`src/rtl/core/pcswl_pkg.sv`:
```
// Package for the per-client sliding window limiter.
// Holds default sizes, the window reset value and controller/datapath structs.
package pcswl_pkg;

  localparam int TRACKED_CLIENTS_DEF     = 16;
  localparam int REQUESTS_PER_WINDOW_DEF = 64;
  localparam int ID_W                    = 32;
  localparam int STAMP_W                 = 32;

  localparam logic [STAMP_W-1:0] WINDOW_RESET = 32'd60000;

  // Commands from controller to datapath
  typedef struct packed {
    logic start;       // latch request, restart table scan
    logic scan_step;   // examine one table entry
    logic select;      // pick and claim the slot
    logic load_base;   // fetch ring base, fill and write position
    logic count_step;  // issue one stamp read
    logic decide;      // admit or refuse, log stamp
  } pcswl_cmd_t;

  // Status from datapath to controller
  typedef struct packed {
    logic scan_last;   // current scan entry is the last one
    logic count_done;  // all logged stamps have been read
  } pcswl_sts_t;

endpackage

```
`src/rtl/core/pcswl_ctrl.sv`:
```
// Controller state machine for the per-client sliding window limiter.
// Depends on pcswl_pkg for the command and status structs.
module pcswl_ctrl import pcswl_pkg::*; (
  input  logic       clk,
  input  logic       rst_n,
  input  logic       in_valid,
  output logic       in_ready,
  output logic       out_valid,
  input  logic       out_ready,
  input  pcswl_sts_t sts,
  output pcswl_cmd_t cmd
);

  typedef enum logic [2:0] {
    ST_IDLE,
    ST_SCAN,
    ST_SELECT,
    ST_BASE,
    ST_COUNT,
    ST_DECIDE
  } state_t;

  state_t state_r;
  state_t state_nxt;
  logic   out_valid_r;
  logic   out_valid_nxt;
  logic   out_free;

  // Result register can take a new value when empty or being drained
  assign out_free  = !out_valid_r || out_ready;
  assign in_ready  = (state_r == ST_IDLE);
  assign out_valid = out_valid_r;

  // Next state and commands
  always_comb begin
    state_nxt     = state_r;
    cmd           = '0;
    out_valid_nxt = out_valid_r && !out_ready;
    case (state_r)
      ST_IDLE: begin
        if (in_valid) begin
          cmd.start = 1'b1;
          state_nxt = ST_SCAN;
        end
      end
      ST_SCAN: begin
        cmd.scan_step = 1'b1;
        if (sts.scan_last) begin
          state_nxt = ST_SELECT;
        end
      end
      ST_SELECT: begin
        cmd.select = 1'b1;
        state_nxt  = ST_BASE;
      end
      ST_BASE: begin
        cmd.load_base = 1'b1;
        state_nxt     = ST_COUNT;
      end
      ST_COUNT: begin
        if (sts.count_done) begin
          state_nxt = ST_DECIDE;
        end else begin
          cmd.count_step = 1'b1;
        end
      end
      ST_DECIDE: begin
        if (out_free) begin
          cmd.decide    = 1'b1;
          out_valid_nxt = 1'b1;
          state_nxt     = ST_IDLE;
        end
      end
      default: begin
        state_nxt = ST_IDLE;
      end
    endcase
  end

  // Hold state and result valid
  always_ff @(posedge clk) begin
    if (!rst_n) begin
      state_r     <= ST_IDLE;
      out_valid_r <= 1'b0;
    end else begin
      state_r     <= state_nxt;
      out_valid_r <= out_valid_nxt;
    end
  end

endmodule

```
`config.mk`:
```
export PLATFORM = sky130hd
export DESIGN_NAME = pcswl_ctrl
export DESIGN_NICKNAME = d
export VERILOG_FILES = /design/src/rtl/core/pcswl_pkg.sv /design/src/rtl/core/pcswl_ctrl.sv
export SDC_FILE = /design/constraint.sdc
export NUM_CORES = 1
export LEC_CHECK = 0
export ABC_AREA = 1
export BUFFER_PORTS_ARGS = -buffer_cell sky130_fd_sc_hd__buf_4
export CORE_AREA = 5 5 42 44
export DETAILED_ROUTE_END_ITERATION = 10
export DIE_AREA = 0 0 47 49
export SLEW_MARGIN = 20
export SYNTH_ARGS = -nofsm -noshare
export SYNTH_HDL_FRONTEND = slang
export SYNTH_SLANG_ARGS = --single-unit
```
`constraint.sdc`:
```
create_clock -name clk -period 2.35 [get_ports clk]
set_input_delay 0.5875 -clock clk [delete_from_list [all_inputs] [get_ports clk]]
set_output_delay 0.5875 -clock clk [all_outputs]
set_load 0.1 [all_outputs]
```
==> flow_summary_export.csv, run 1 <==
group,metric,value,unit
synthesis,synth_cells,46,
clock_tree,cts_tree,"done",
global_routing,grt.total_usage,0.0690,
global_routing,grt_max_degree,8,
setup_path,cp_data_required_time,1.76,ns
min_path,hold_class,"in -> reg",
cells_and_area,final_common_cell,"buf_4",
placed_design,place_inst,75,
cells_and_area,final_cells,78,
min_path,holdPathEnd,"state_r[0]$_SDFFE_PN0P_",
floorplan,io_pins,14,
setup_path,path_class,"reg -> out",
clock_tree,clk_pin_slew_worst_paths,0.04,ns
setup_path,cp_max_fo,7,
synthesis,synth-seq-cells,4,
global_routing,grt_pass1_wl,1170,um
route,wl,653,um
floorplan,start_util,0.200,
floorplan,rows,14,
placed_design,routabilityCongestion,0.737,
run,cap_violations,0,
route,drc,0,
clock_tree,clockRootBuffer,"clkbuf_4",
clock_tree,cts.repair.resized,0,
cells_and_area,fin_util,0.310,
placed_design,place_worst_setup_slack,0.566,ns
synthesis,synthAdderAreaFrac,0,
synthesis,synth_area,280,um2
cells_and_area,nets,70,
global_routing,grt_antenna_before_repair,0,
timing,finalCritPeriodShare,0.805,
floorplan,core_area,1400,um2
route,postRouteAntennaNets,0,
clock_tree,clk_latency,0.23,ns
cells_and_area,syn2layout_area_growth,54.9,%
synthesis,synth_top_family_by_area,"simple AND/OR/NAND/NOR gates",
synthesis,syn-num-nets,52,
synthesis,synth-xor-area-share,0,
timing,setup_tns,0,ns
setup_path,cp-end-kind,"output pin",
timing,fin_skew,0.00249,ns
route,vias,318,
setup_path,crit_arrival,1.30,ns
floorplan,die_area,2300,um2
synthesis,post_synth_num_cell_types,14,
setup_path,reg2reg_from,"state_r[2]$_SDFFE_PN0P_",
clock_tree,htreeDepth,1,
timing,finalHoldViolations,0,
cells_and_area,drive_gt1_frac,0.484,
cells_and_area,final_cell_mix,"buf_4 (13), inv_1 (9), nand2_1 (7)",
synthesis,yosys_warnings,0,
timing,timing.slew.headroom,0.794,
floorplan,die_w,47,um
route,via_per_inst,4.08,
timing,layout_setup_ws,0.459,ns
floorplan,die_h,49,um
clock_tree,clk_path_buf_depth,2,
setup_path,cp-start-kind,"flip-flop",
clock_tree,numCtsBuffers,3,
global_routing,grt_overflow_total,0,
route,first_pass_iters,4,
synthesis,synth.area.mux_share,0,
clock_tree,clock_sinks,4,
cells_and_area,antenna_cells,0,
clock_tree,post_cts_buffers,0,
placed_design,portBuffers,13,
synthesis,syn_avg_cell_area,6.09,um2
synthesis,synthSimpleGateAreaFrac,0.464,
synthesis,yosysSeqAreaShare,0.286,
timing,fmax,529,MHz
setup_path,rr_endpoint,"state_r[2]$_SDFFE_PN0P_",
global_routing,grt_pass1_vias,298,
min_path,min_path_cells,3,
timing,setup_violations,0,
timing,slew_violations,0,
timing,fin_crit,1.89,ns
clock_tree,hold_buffers,0,
min_path,hp-start,"rst_n",
synthesis,synth-compound-area-share,0.0893,
route,dr.first_iter.drc_count,16,
timing,rsz0062_at_grt,"no",
timing,tightestPinTransition,0.309,ns
placed_design,hpwl,543,um
setup_path,r2r_slack,1.23,ns
route,wl_per_cell,8.37,um
status,status,"complete, no violations",
setup_path,r2r_cells,7,
==> worst max-delay path, cell delays in order, from the launching register on <==
cell and delay [ns]:
dfxtp_1 0.48, nand3_2 0.17, a21oi_2 0.12, buf_4 0.29
==> kinds of logic after synthesis <==
group           after synthesis
buf+inv                      12
compound gates                5
flops                         4
simple gates                 25
==> synth_stat cells <==
| library cell | number | share of area |
|---|---|---|
| nor3_1 | 1 | 0.018 |
| dfxtp_1 | 4 | 0.29 |
| o21ai_1 | 1 | 0.018 |
| inv_2 | 3 | 0.040 |
| nand3_2 | 2 | 0.071 |
| nand3_1 | 4 | 0.071 |
| nor2_1 | 6 | 0.080 |
| nor2_2 | 3 | 0.067 |
| inv_1 | 9 | 0.12 |
| o21ai_0 | 1 | 0.018 |
| a21oi_1 | 3 | 0.054 |
| nor2_4 | 1 | 0.040 |
| nand2_2 | 1 | 0.022 |
| nand2_1 | 7 | 0.094 |
==> through the flow <==
step,hold slack [ns],area (um2)
floorplan,0.592,294
global placement,0.528,412
detailed placement,0.541,412
CTS,0.536,434
global route,0.554,434
finish,0.542,434
==> registers in the layout (all words and copies together) (netlist names) <==
| signal | count |
|---|---|
| out_valid | 1 |
| state_r | 3 |
==> final cells by class <==
class	instances	area, um2
Multi-Input combinational cell	30	169
Tap cell	16	20.0
Sequential cell	4	80.1
Timing Repair Buffer	13	97.6
Fill cell	166	967
Inverter	12	45.0
Clock buffer	3	22.5
==> worst max-delay path by stage <==
stage	start	slack (ns)	end
2_1_floorplan	out_valid$_SDFF_PN0_	0.09	cmd[0]
3_3_place_gp	sts[0]	0.58	cmd[1]
3_5_place_dp	sts[0]	0.57	cmd[1]
4_1_cts	state_r[2]$_SDFFE_PN0P_	0.44	cmd[0]
5_1_grt	state_r[2]$_SDFFE_PN0P_	0.32	cmd[0]
6_report	state_r[2]$_SDFFE_PN0P_	0.46	cmd[0]
==> metal layers <==
metal	global-route usage	share of wire	up-vias	wire length, um
li1	-	-	173	-
met1	0.0899	0.43	135	282
met2	0.0950	0.48	10	313
met3	0.0332	0.087	0	57
met4	0.0276	0	0	0
met5	0	0	-	0
Power of run 1 is left out: the tool's default activity adds up to more than one toggle a clock period on the data nets, which glitch-free logic cannot reach.
==> run 2: changes to the inputs <==
==> constraint.sdc (replaced) <==
create_clock -name clk -period 1.5 [get_ports clk]
set_input_delay 0.375 -clock clk [delete_from_list [all_inputs] [get_ports clk]]
set_output_delay 0.375 -clock clk [all_outputs]
set_load 0.1 [all_outputs]
==> flow_summary_export.csv, run 2 (synthesized netlist as in run 1, its figures left out) <==
group,metric,value,unit
status,status,"finished, violations left",
status,violations,"setup timing",
floorplan,die_w,47,um
setup_path,cp_max_fo,6,
floorplan,core_area,1400,um2
setup_path,cp-end-kind,"output pin",
route,wl_per_cell,9.18,um
floorplan,io_pins,14,
route,first_pass_iters,4,
cells_and_area,final_cell_mix,"buf_4 (8), nand2_1 (6), inv_1 (6)",
cells_and_area,nets,72,
global_routing,grt_pass1_wl,1190,um
min_path,hold_class,"in -> reg",
route,wl,734,um
route,dr.first_iter.drc_count,3,
timing,tightestPinTransition,0.278,ns
setup_path,path_class,"reg -> out",
route,drc,0,
run,cap_violations,0,
timing,fin_skew,0.00549,ns
timing,fmax,664,MHz
global_routing,grt.total_usage,0.0683,
route,via_per_inst,4.10,
clock_tree,clk_path_buf_depth,2,
timing,finalCritPeriodShare,1.00,
clock_tree,numCtsBuffers,3,
clock_tree,clockRootBuffer,"clkbuf_4",
clock_tree,hold_buffers,0,
timing,whs,0.333,ns
global_routing,grt_pass1_vias,306,
route,vias,328,
cells_and_area,final_common_cell,"buf_4",
placed_design,hpwl,568,um
min_path,min_path_cells,3,
clock_tree,htreeDepth,1,
setup_path,reg2reg_from,"state_r[0]$_SDFFE_PN0P_",
timing,timing.slew.headroom,0.816,
cells_and_area,top_register,"state_r",
global_routing,grt_overflow_total,0,
min_path,holdPathEnd,"state_r[0]$_SDFFE_PN0P_",
min_path,hp-start,"rst_n",
setup_path,r2r_cells,7,
timing,fin_crit,1.51,ns
cells_and_area,largest_reg_flops,3,
floorplan,start_util,0.200,
timing,layout_setup_ws,-0.00649,ns
setup_path,r2r_slack,0.41,ns
placed_design,routabilityCongestion,0.720,
cells_and_area,antenna_cells,0,
timing,slew_violations,0,
global_routing,grt_antenna_before_repair,0,
route,postRouteAntennaNets,0,
clock_tree,clock_sinks,4,
cells_and_area,drive_gt1_frac,0.641,
floorplan,rows,14,
clock_tree,cts_tree,"done",
setup_path,cp_data_required_time,1.12,ns
clock_tree,clk_pin_slew_worst_paths,0.04,ns
setup_path,cp-start-kind,"flip-flop",
setup_path,rr_endpoint,"state_r[0]$_SDFFE_PN0P_",
timing,setup_violations,1,
floorplan,die_area,2300,um2
cells_and_area,syn2layout_area_growth,109,%
cells_and_area,nFillCells,155,
floorplan,die_h,49,um
placed_design,portBuffers,13,
global_routing,grt_max_degree,8,
timing,finalHoldViolations,0,
timing,rsz0062_at_grt,"yes",
clock_tree,clk_latency,0.23,ns
setup_path,crit_arrival,1.13,ns
==> run 2: cell count changes in the layout (fill, tap and decap cells not counted), moves of 2 or more <==
cell / delta
buf_12: +5
clkinvlp_4: +3
dfxtp_1: -4
inv_1: -3
dfxtp_4: +2
nor2_4: +2
buf_4: -5
dfxtp_2: +2
nor2_2: -2
==> run 2: how the worst max path moves through the flow <==
stage                             from     end  slack [ns]  cells past startpoint
6_report       state_r[0]$_SDFFE_PN0P_  cmd[5]      -0.006                      4
5_1_grt        state_r[0]$_SDFFE_PN0P_  cmd[5]       -0.06                      4
4_1_cts        state_r[0]$_SDFFE_PN0P_  cmd[5]      -0.007                      4
3_5_place_dp                    sts[0]  cmd[1]        0.08                      5
3_3_place_gp   state_r[0]$_SDFFE_PN0P_  cmd[1]        0.09                      4
2_1_floorplan  state_r[1]$_SDFFE_PN0P_  cmd[3]       -0.10                      2
==> run 2: critical path: stages, from the launching register on <==
cell	delay, ns
dfxtp_4	0.37
nor2_4	0.13
nand2_2	0.10
nor2_4	0.11
buf_12	0.18
==> run 2: through the flow <==
step | cell area [um2] | TNS [ns] | utilization | setup WS (ns) | std cells
after global placement | 450 | 0 | 0.321 | 0.0874 | 75
after detailed placement | 450 | 0 | 0.321 | 0.0763 | 75
after floorplan | 333 | -0.102 | - | -0.102 | 46
after global routing | 586 | -0.242 | 0.418 | -0.0646 | 80
final | 586 | -0.00649 | 0.418 | -0.00649 | 80
after CTS | 573 | -0.00887 | 0.409 | -0.00722 | 80
==> run 2: layer usage <==
layer | global-route usage | vias up | part of all wire
met3 | 0.0369 | 0 | 0.056
met2 | 0.120 | 5 | 0.54
met4 | 0 | 0 | 0
met5 | 0 | - | 0
met1 | 0.0746 | 146 | 0.41
li1 | - | 177 | -
==> run 2: what timing repair did <==
item	4_1_cts	5_1_grt
gates resized for setup	22	3
setup endpoints to repair	7	7
pin swaps	1	0
buffers inserted	2	0
==> run 2: layout make-up <==
type | instances | area, um2 | share of cell area
well taps | 16 | 20.0 | 0.0342
clock buffers | 3 | 22.5 | 0.0385
flip-flops and latches | 4 | 90.1 | 0.154
inverters | 12 | 58.8 | 0.100
repair buffers | 15 | 186 | 0.318
multi-input cells | 30 | 208 | 0.355
Power of run 2 is left out for the same reason.
==> run 3: changes to the inputs <==
--- a/config.mk
+++ b/config.mk
@@ -6,10 +6,11 @@
 export NUM_CORES = 1
 export LEC_CHECK = 0
 export ABC_AREA = 1
-export BUFFER_PORTS_ARGS = -buffer_cell sky130_fd_sc_hd__buf_4
 export CORE_AREA = 5 5 42 44
 export DETAILED_ROUTE_END_ITERATION = 10
 export DIE_AREA = 0 0 47 49
+export DONT_BUFFER_PORTS = 1
+export GPL_TIMING_DRIVEN = 0
 export SLEW_MARGIN = 20
 export SYNTH_ARGS = -nofsm -noshare
 export SYNTH_HDL_FRONTEND = slang
==> flow_summary_export.csv, run 3 (synthesized netlist as in run 1, its figures left out) <==
group,metric,value,unit
status,status,"finished, violations left",
status,violations,"setup timing",
global_routing,grt_antenna_before_repair,0,
setup_path,cp_data_required_time,1.12,ns
placed_design,routabilityCongestion,0.683,
timing,finalHoldViolations,0,
clock_tree,clk_latency,0.23,ns
route,drc,0,
setup_path,crit_arrival,1.43,ns
timing,timing.slew.headroom,0.332,
route,first_pass_iters,4,
placed_design,portBuffers,0,
floorplan,start_util,0.200,
route,wl,805,um
floorplan,die_h,49,um
clock_tree,htreeDepth,1,
cells_and_area,top_register,"state_r",
timing,rsz0062_at_grt,"yes",
cells_and_area,largest_reg_flops,3,
route,via_per_inst,4.32,
clock_tree,clockRootBuffer,"clkbuf_4",
clock_tree,cts_tree,"done",
clock_tree,clk_path_buf_depth,2,
cells_and_area,seq_area,95.1,um2
clock_tree,hold_buffers,0,
setup_path,cp_max_fo,3,
placed_design,place_worst_setup_slack,-0.159,ns
setup_path,path_class,"reg -> out",
clock_tree,clock_sinks,4,
cells_and_area,finalInstanceArea,513,um2
floorplan,rows,14,
cells_and_area,drive_gt1_frac,0.650,
cells_and_area,final_cell_mix,"buf_4 (9), inv_1 (6), nand2_1 (5)",
run,cap_violations,0,
route,vias,328,
global_routing,grt_overflow_total,0,
min_path,hold_class,"in -> reg",
cells_and_area,final_common_cell,"buf_4",
global_routing,grt_max_degree,7,
setup_path,cp-end-kind,"output pin",
clock_tree,numCtsBuffers,3,
floorplan,die_w,47,um
timing,layout_setup_ws,-0.308,ns
global_routing,grt.total_usage,0.0859,
setup_path,cp-startpoint,"state_r[1]$_SDFFE_PN0P_",
global_routing,grt_pass1_vias,349,
timing,fmax,553,MHz
timing,tightestPinTransition,0.998,ns
cells_and_area,nets,68,
clock_tree,clk_pin_slew_worst_paths,0.04,ns
cells_and_area,antenna_cells,0,
route,wl_per_cell,10.6,um
route,postRouteAntennaNets,0,
placed_design,hpwl,535,um
timing,slew_violations,0,
timing,fin_skew,0.00131,ns
floorplan,die_area,2300,um2
cells_and_area,multi_input_area,226,um2
min_path,hp-start,"rst_n",
global_routing,grt_pass1_wl,1410,um
timing,setup_tns,-1.77,ns
timing,fin_crit,1.81,ns
cells_and_area,syn2layout_area_growth,83.0,%
floorplan,core_area,1400,um2
floorplan,io_pins,14,
route,dr.first_iter.drc_count,5,
timing,finalCritPeriodShare,1.21,
cells_and_area,nFillCells,147,
setup_path,reg2reg_from,"state_r[1]$_SDFFE_PN0P_",
placed_design,placed_area,353,um2
timing,setup_violations,7,
setup_path,cp-start-kind,"flip-flop",
==> run 3: final timing paths <==
| path | end | cells past startpoint | slack (ns) |
|---|---|---|---|
| hold reg to reg | out_valid$_SDFF_PN0_ | 2 | 0.59 |
| hold / removal | state_r[0]$_SDFFE_PN0P_ | 2 | 0.25 |
| setup / recovery | cmd[3] | 2 | -0.31 |
| setup reg to reg | state_r[2]$_SDFFE_PN0P_ | 8 | 0.04 |
==> run 3: critical path: stages (launching register included) <==
cell and delay [ns]:
dfxtp_4 0.35, inv_4 0.05, nor3_4 0.80
==> run 3: per-stage QoR <==
step,std cells,utilization,hold slack [ns]
final,76,0.366,0.247
after global routing,76,0.366,0.251
after CTS,74,0.341,0.244
after detailed placement,62,0.252,0.485
after global placement,62,0.252,0.478
after floorplan,46,-,0.473
==> run 3: routing by layer <==
metal | global-route usage | routed length [um] | up-vias
met3 | 0.0627 | 73 | 0
met5 | 0 | 0 | -
li1 | - | - | 168
met4 | 0.0276 | 0 | 0
met1 | 0.0877 | 278 | 152
met2 | 0.133 | 453 | 8
==> run 3: what timing repair did <==
item / 4_1_cts / 5_1_grt
resized for setup: 11 / 5
endpoints found under the hold margin: 0 / 0
setup buffers: 9 / 3
cloned: 0 / 0
endpoints found under the setup margin: 7 / 8
pin swaps: 4 / 3
==> run 3: layout make-up <==
cell class | count | area share
Sequential cell | 4 | 0.185
Timing Repair Buffer | 11 | 0.176
Clock buffer | 3 | 0.0439
Tap cell | 16 | 0.0390
Inverter | 12 | 0.115
Multi-Input combinational cell | 30 | 0.441
Power of run 3 is left out for the same reason.
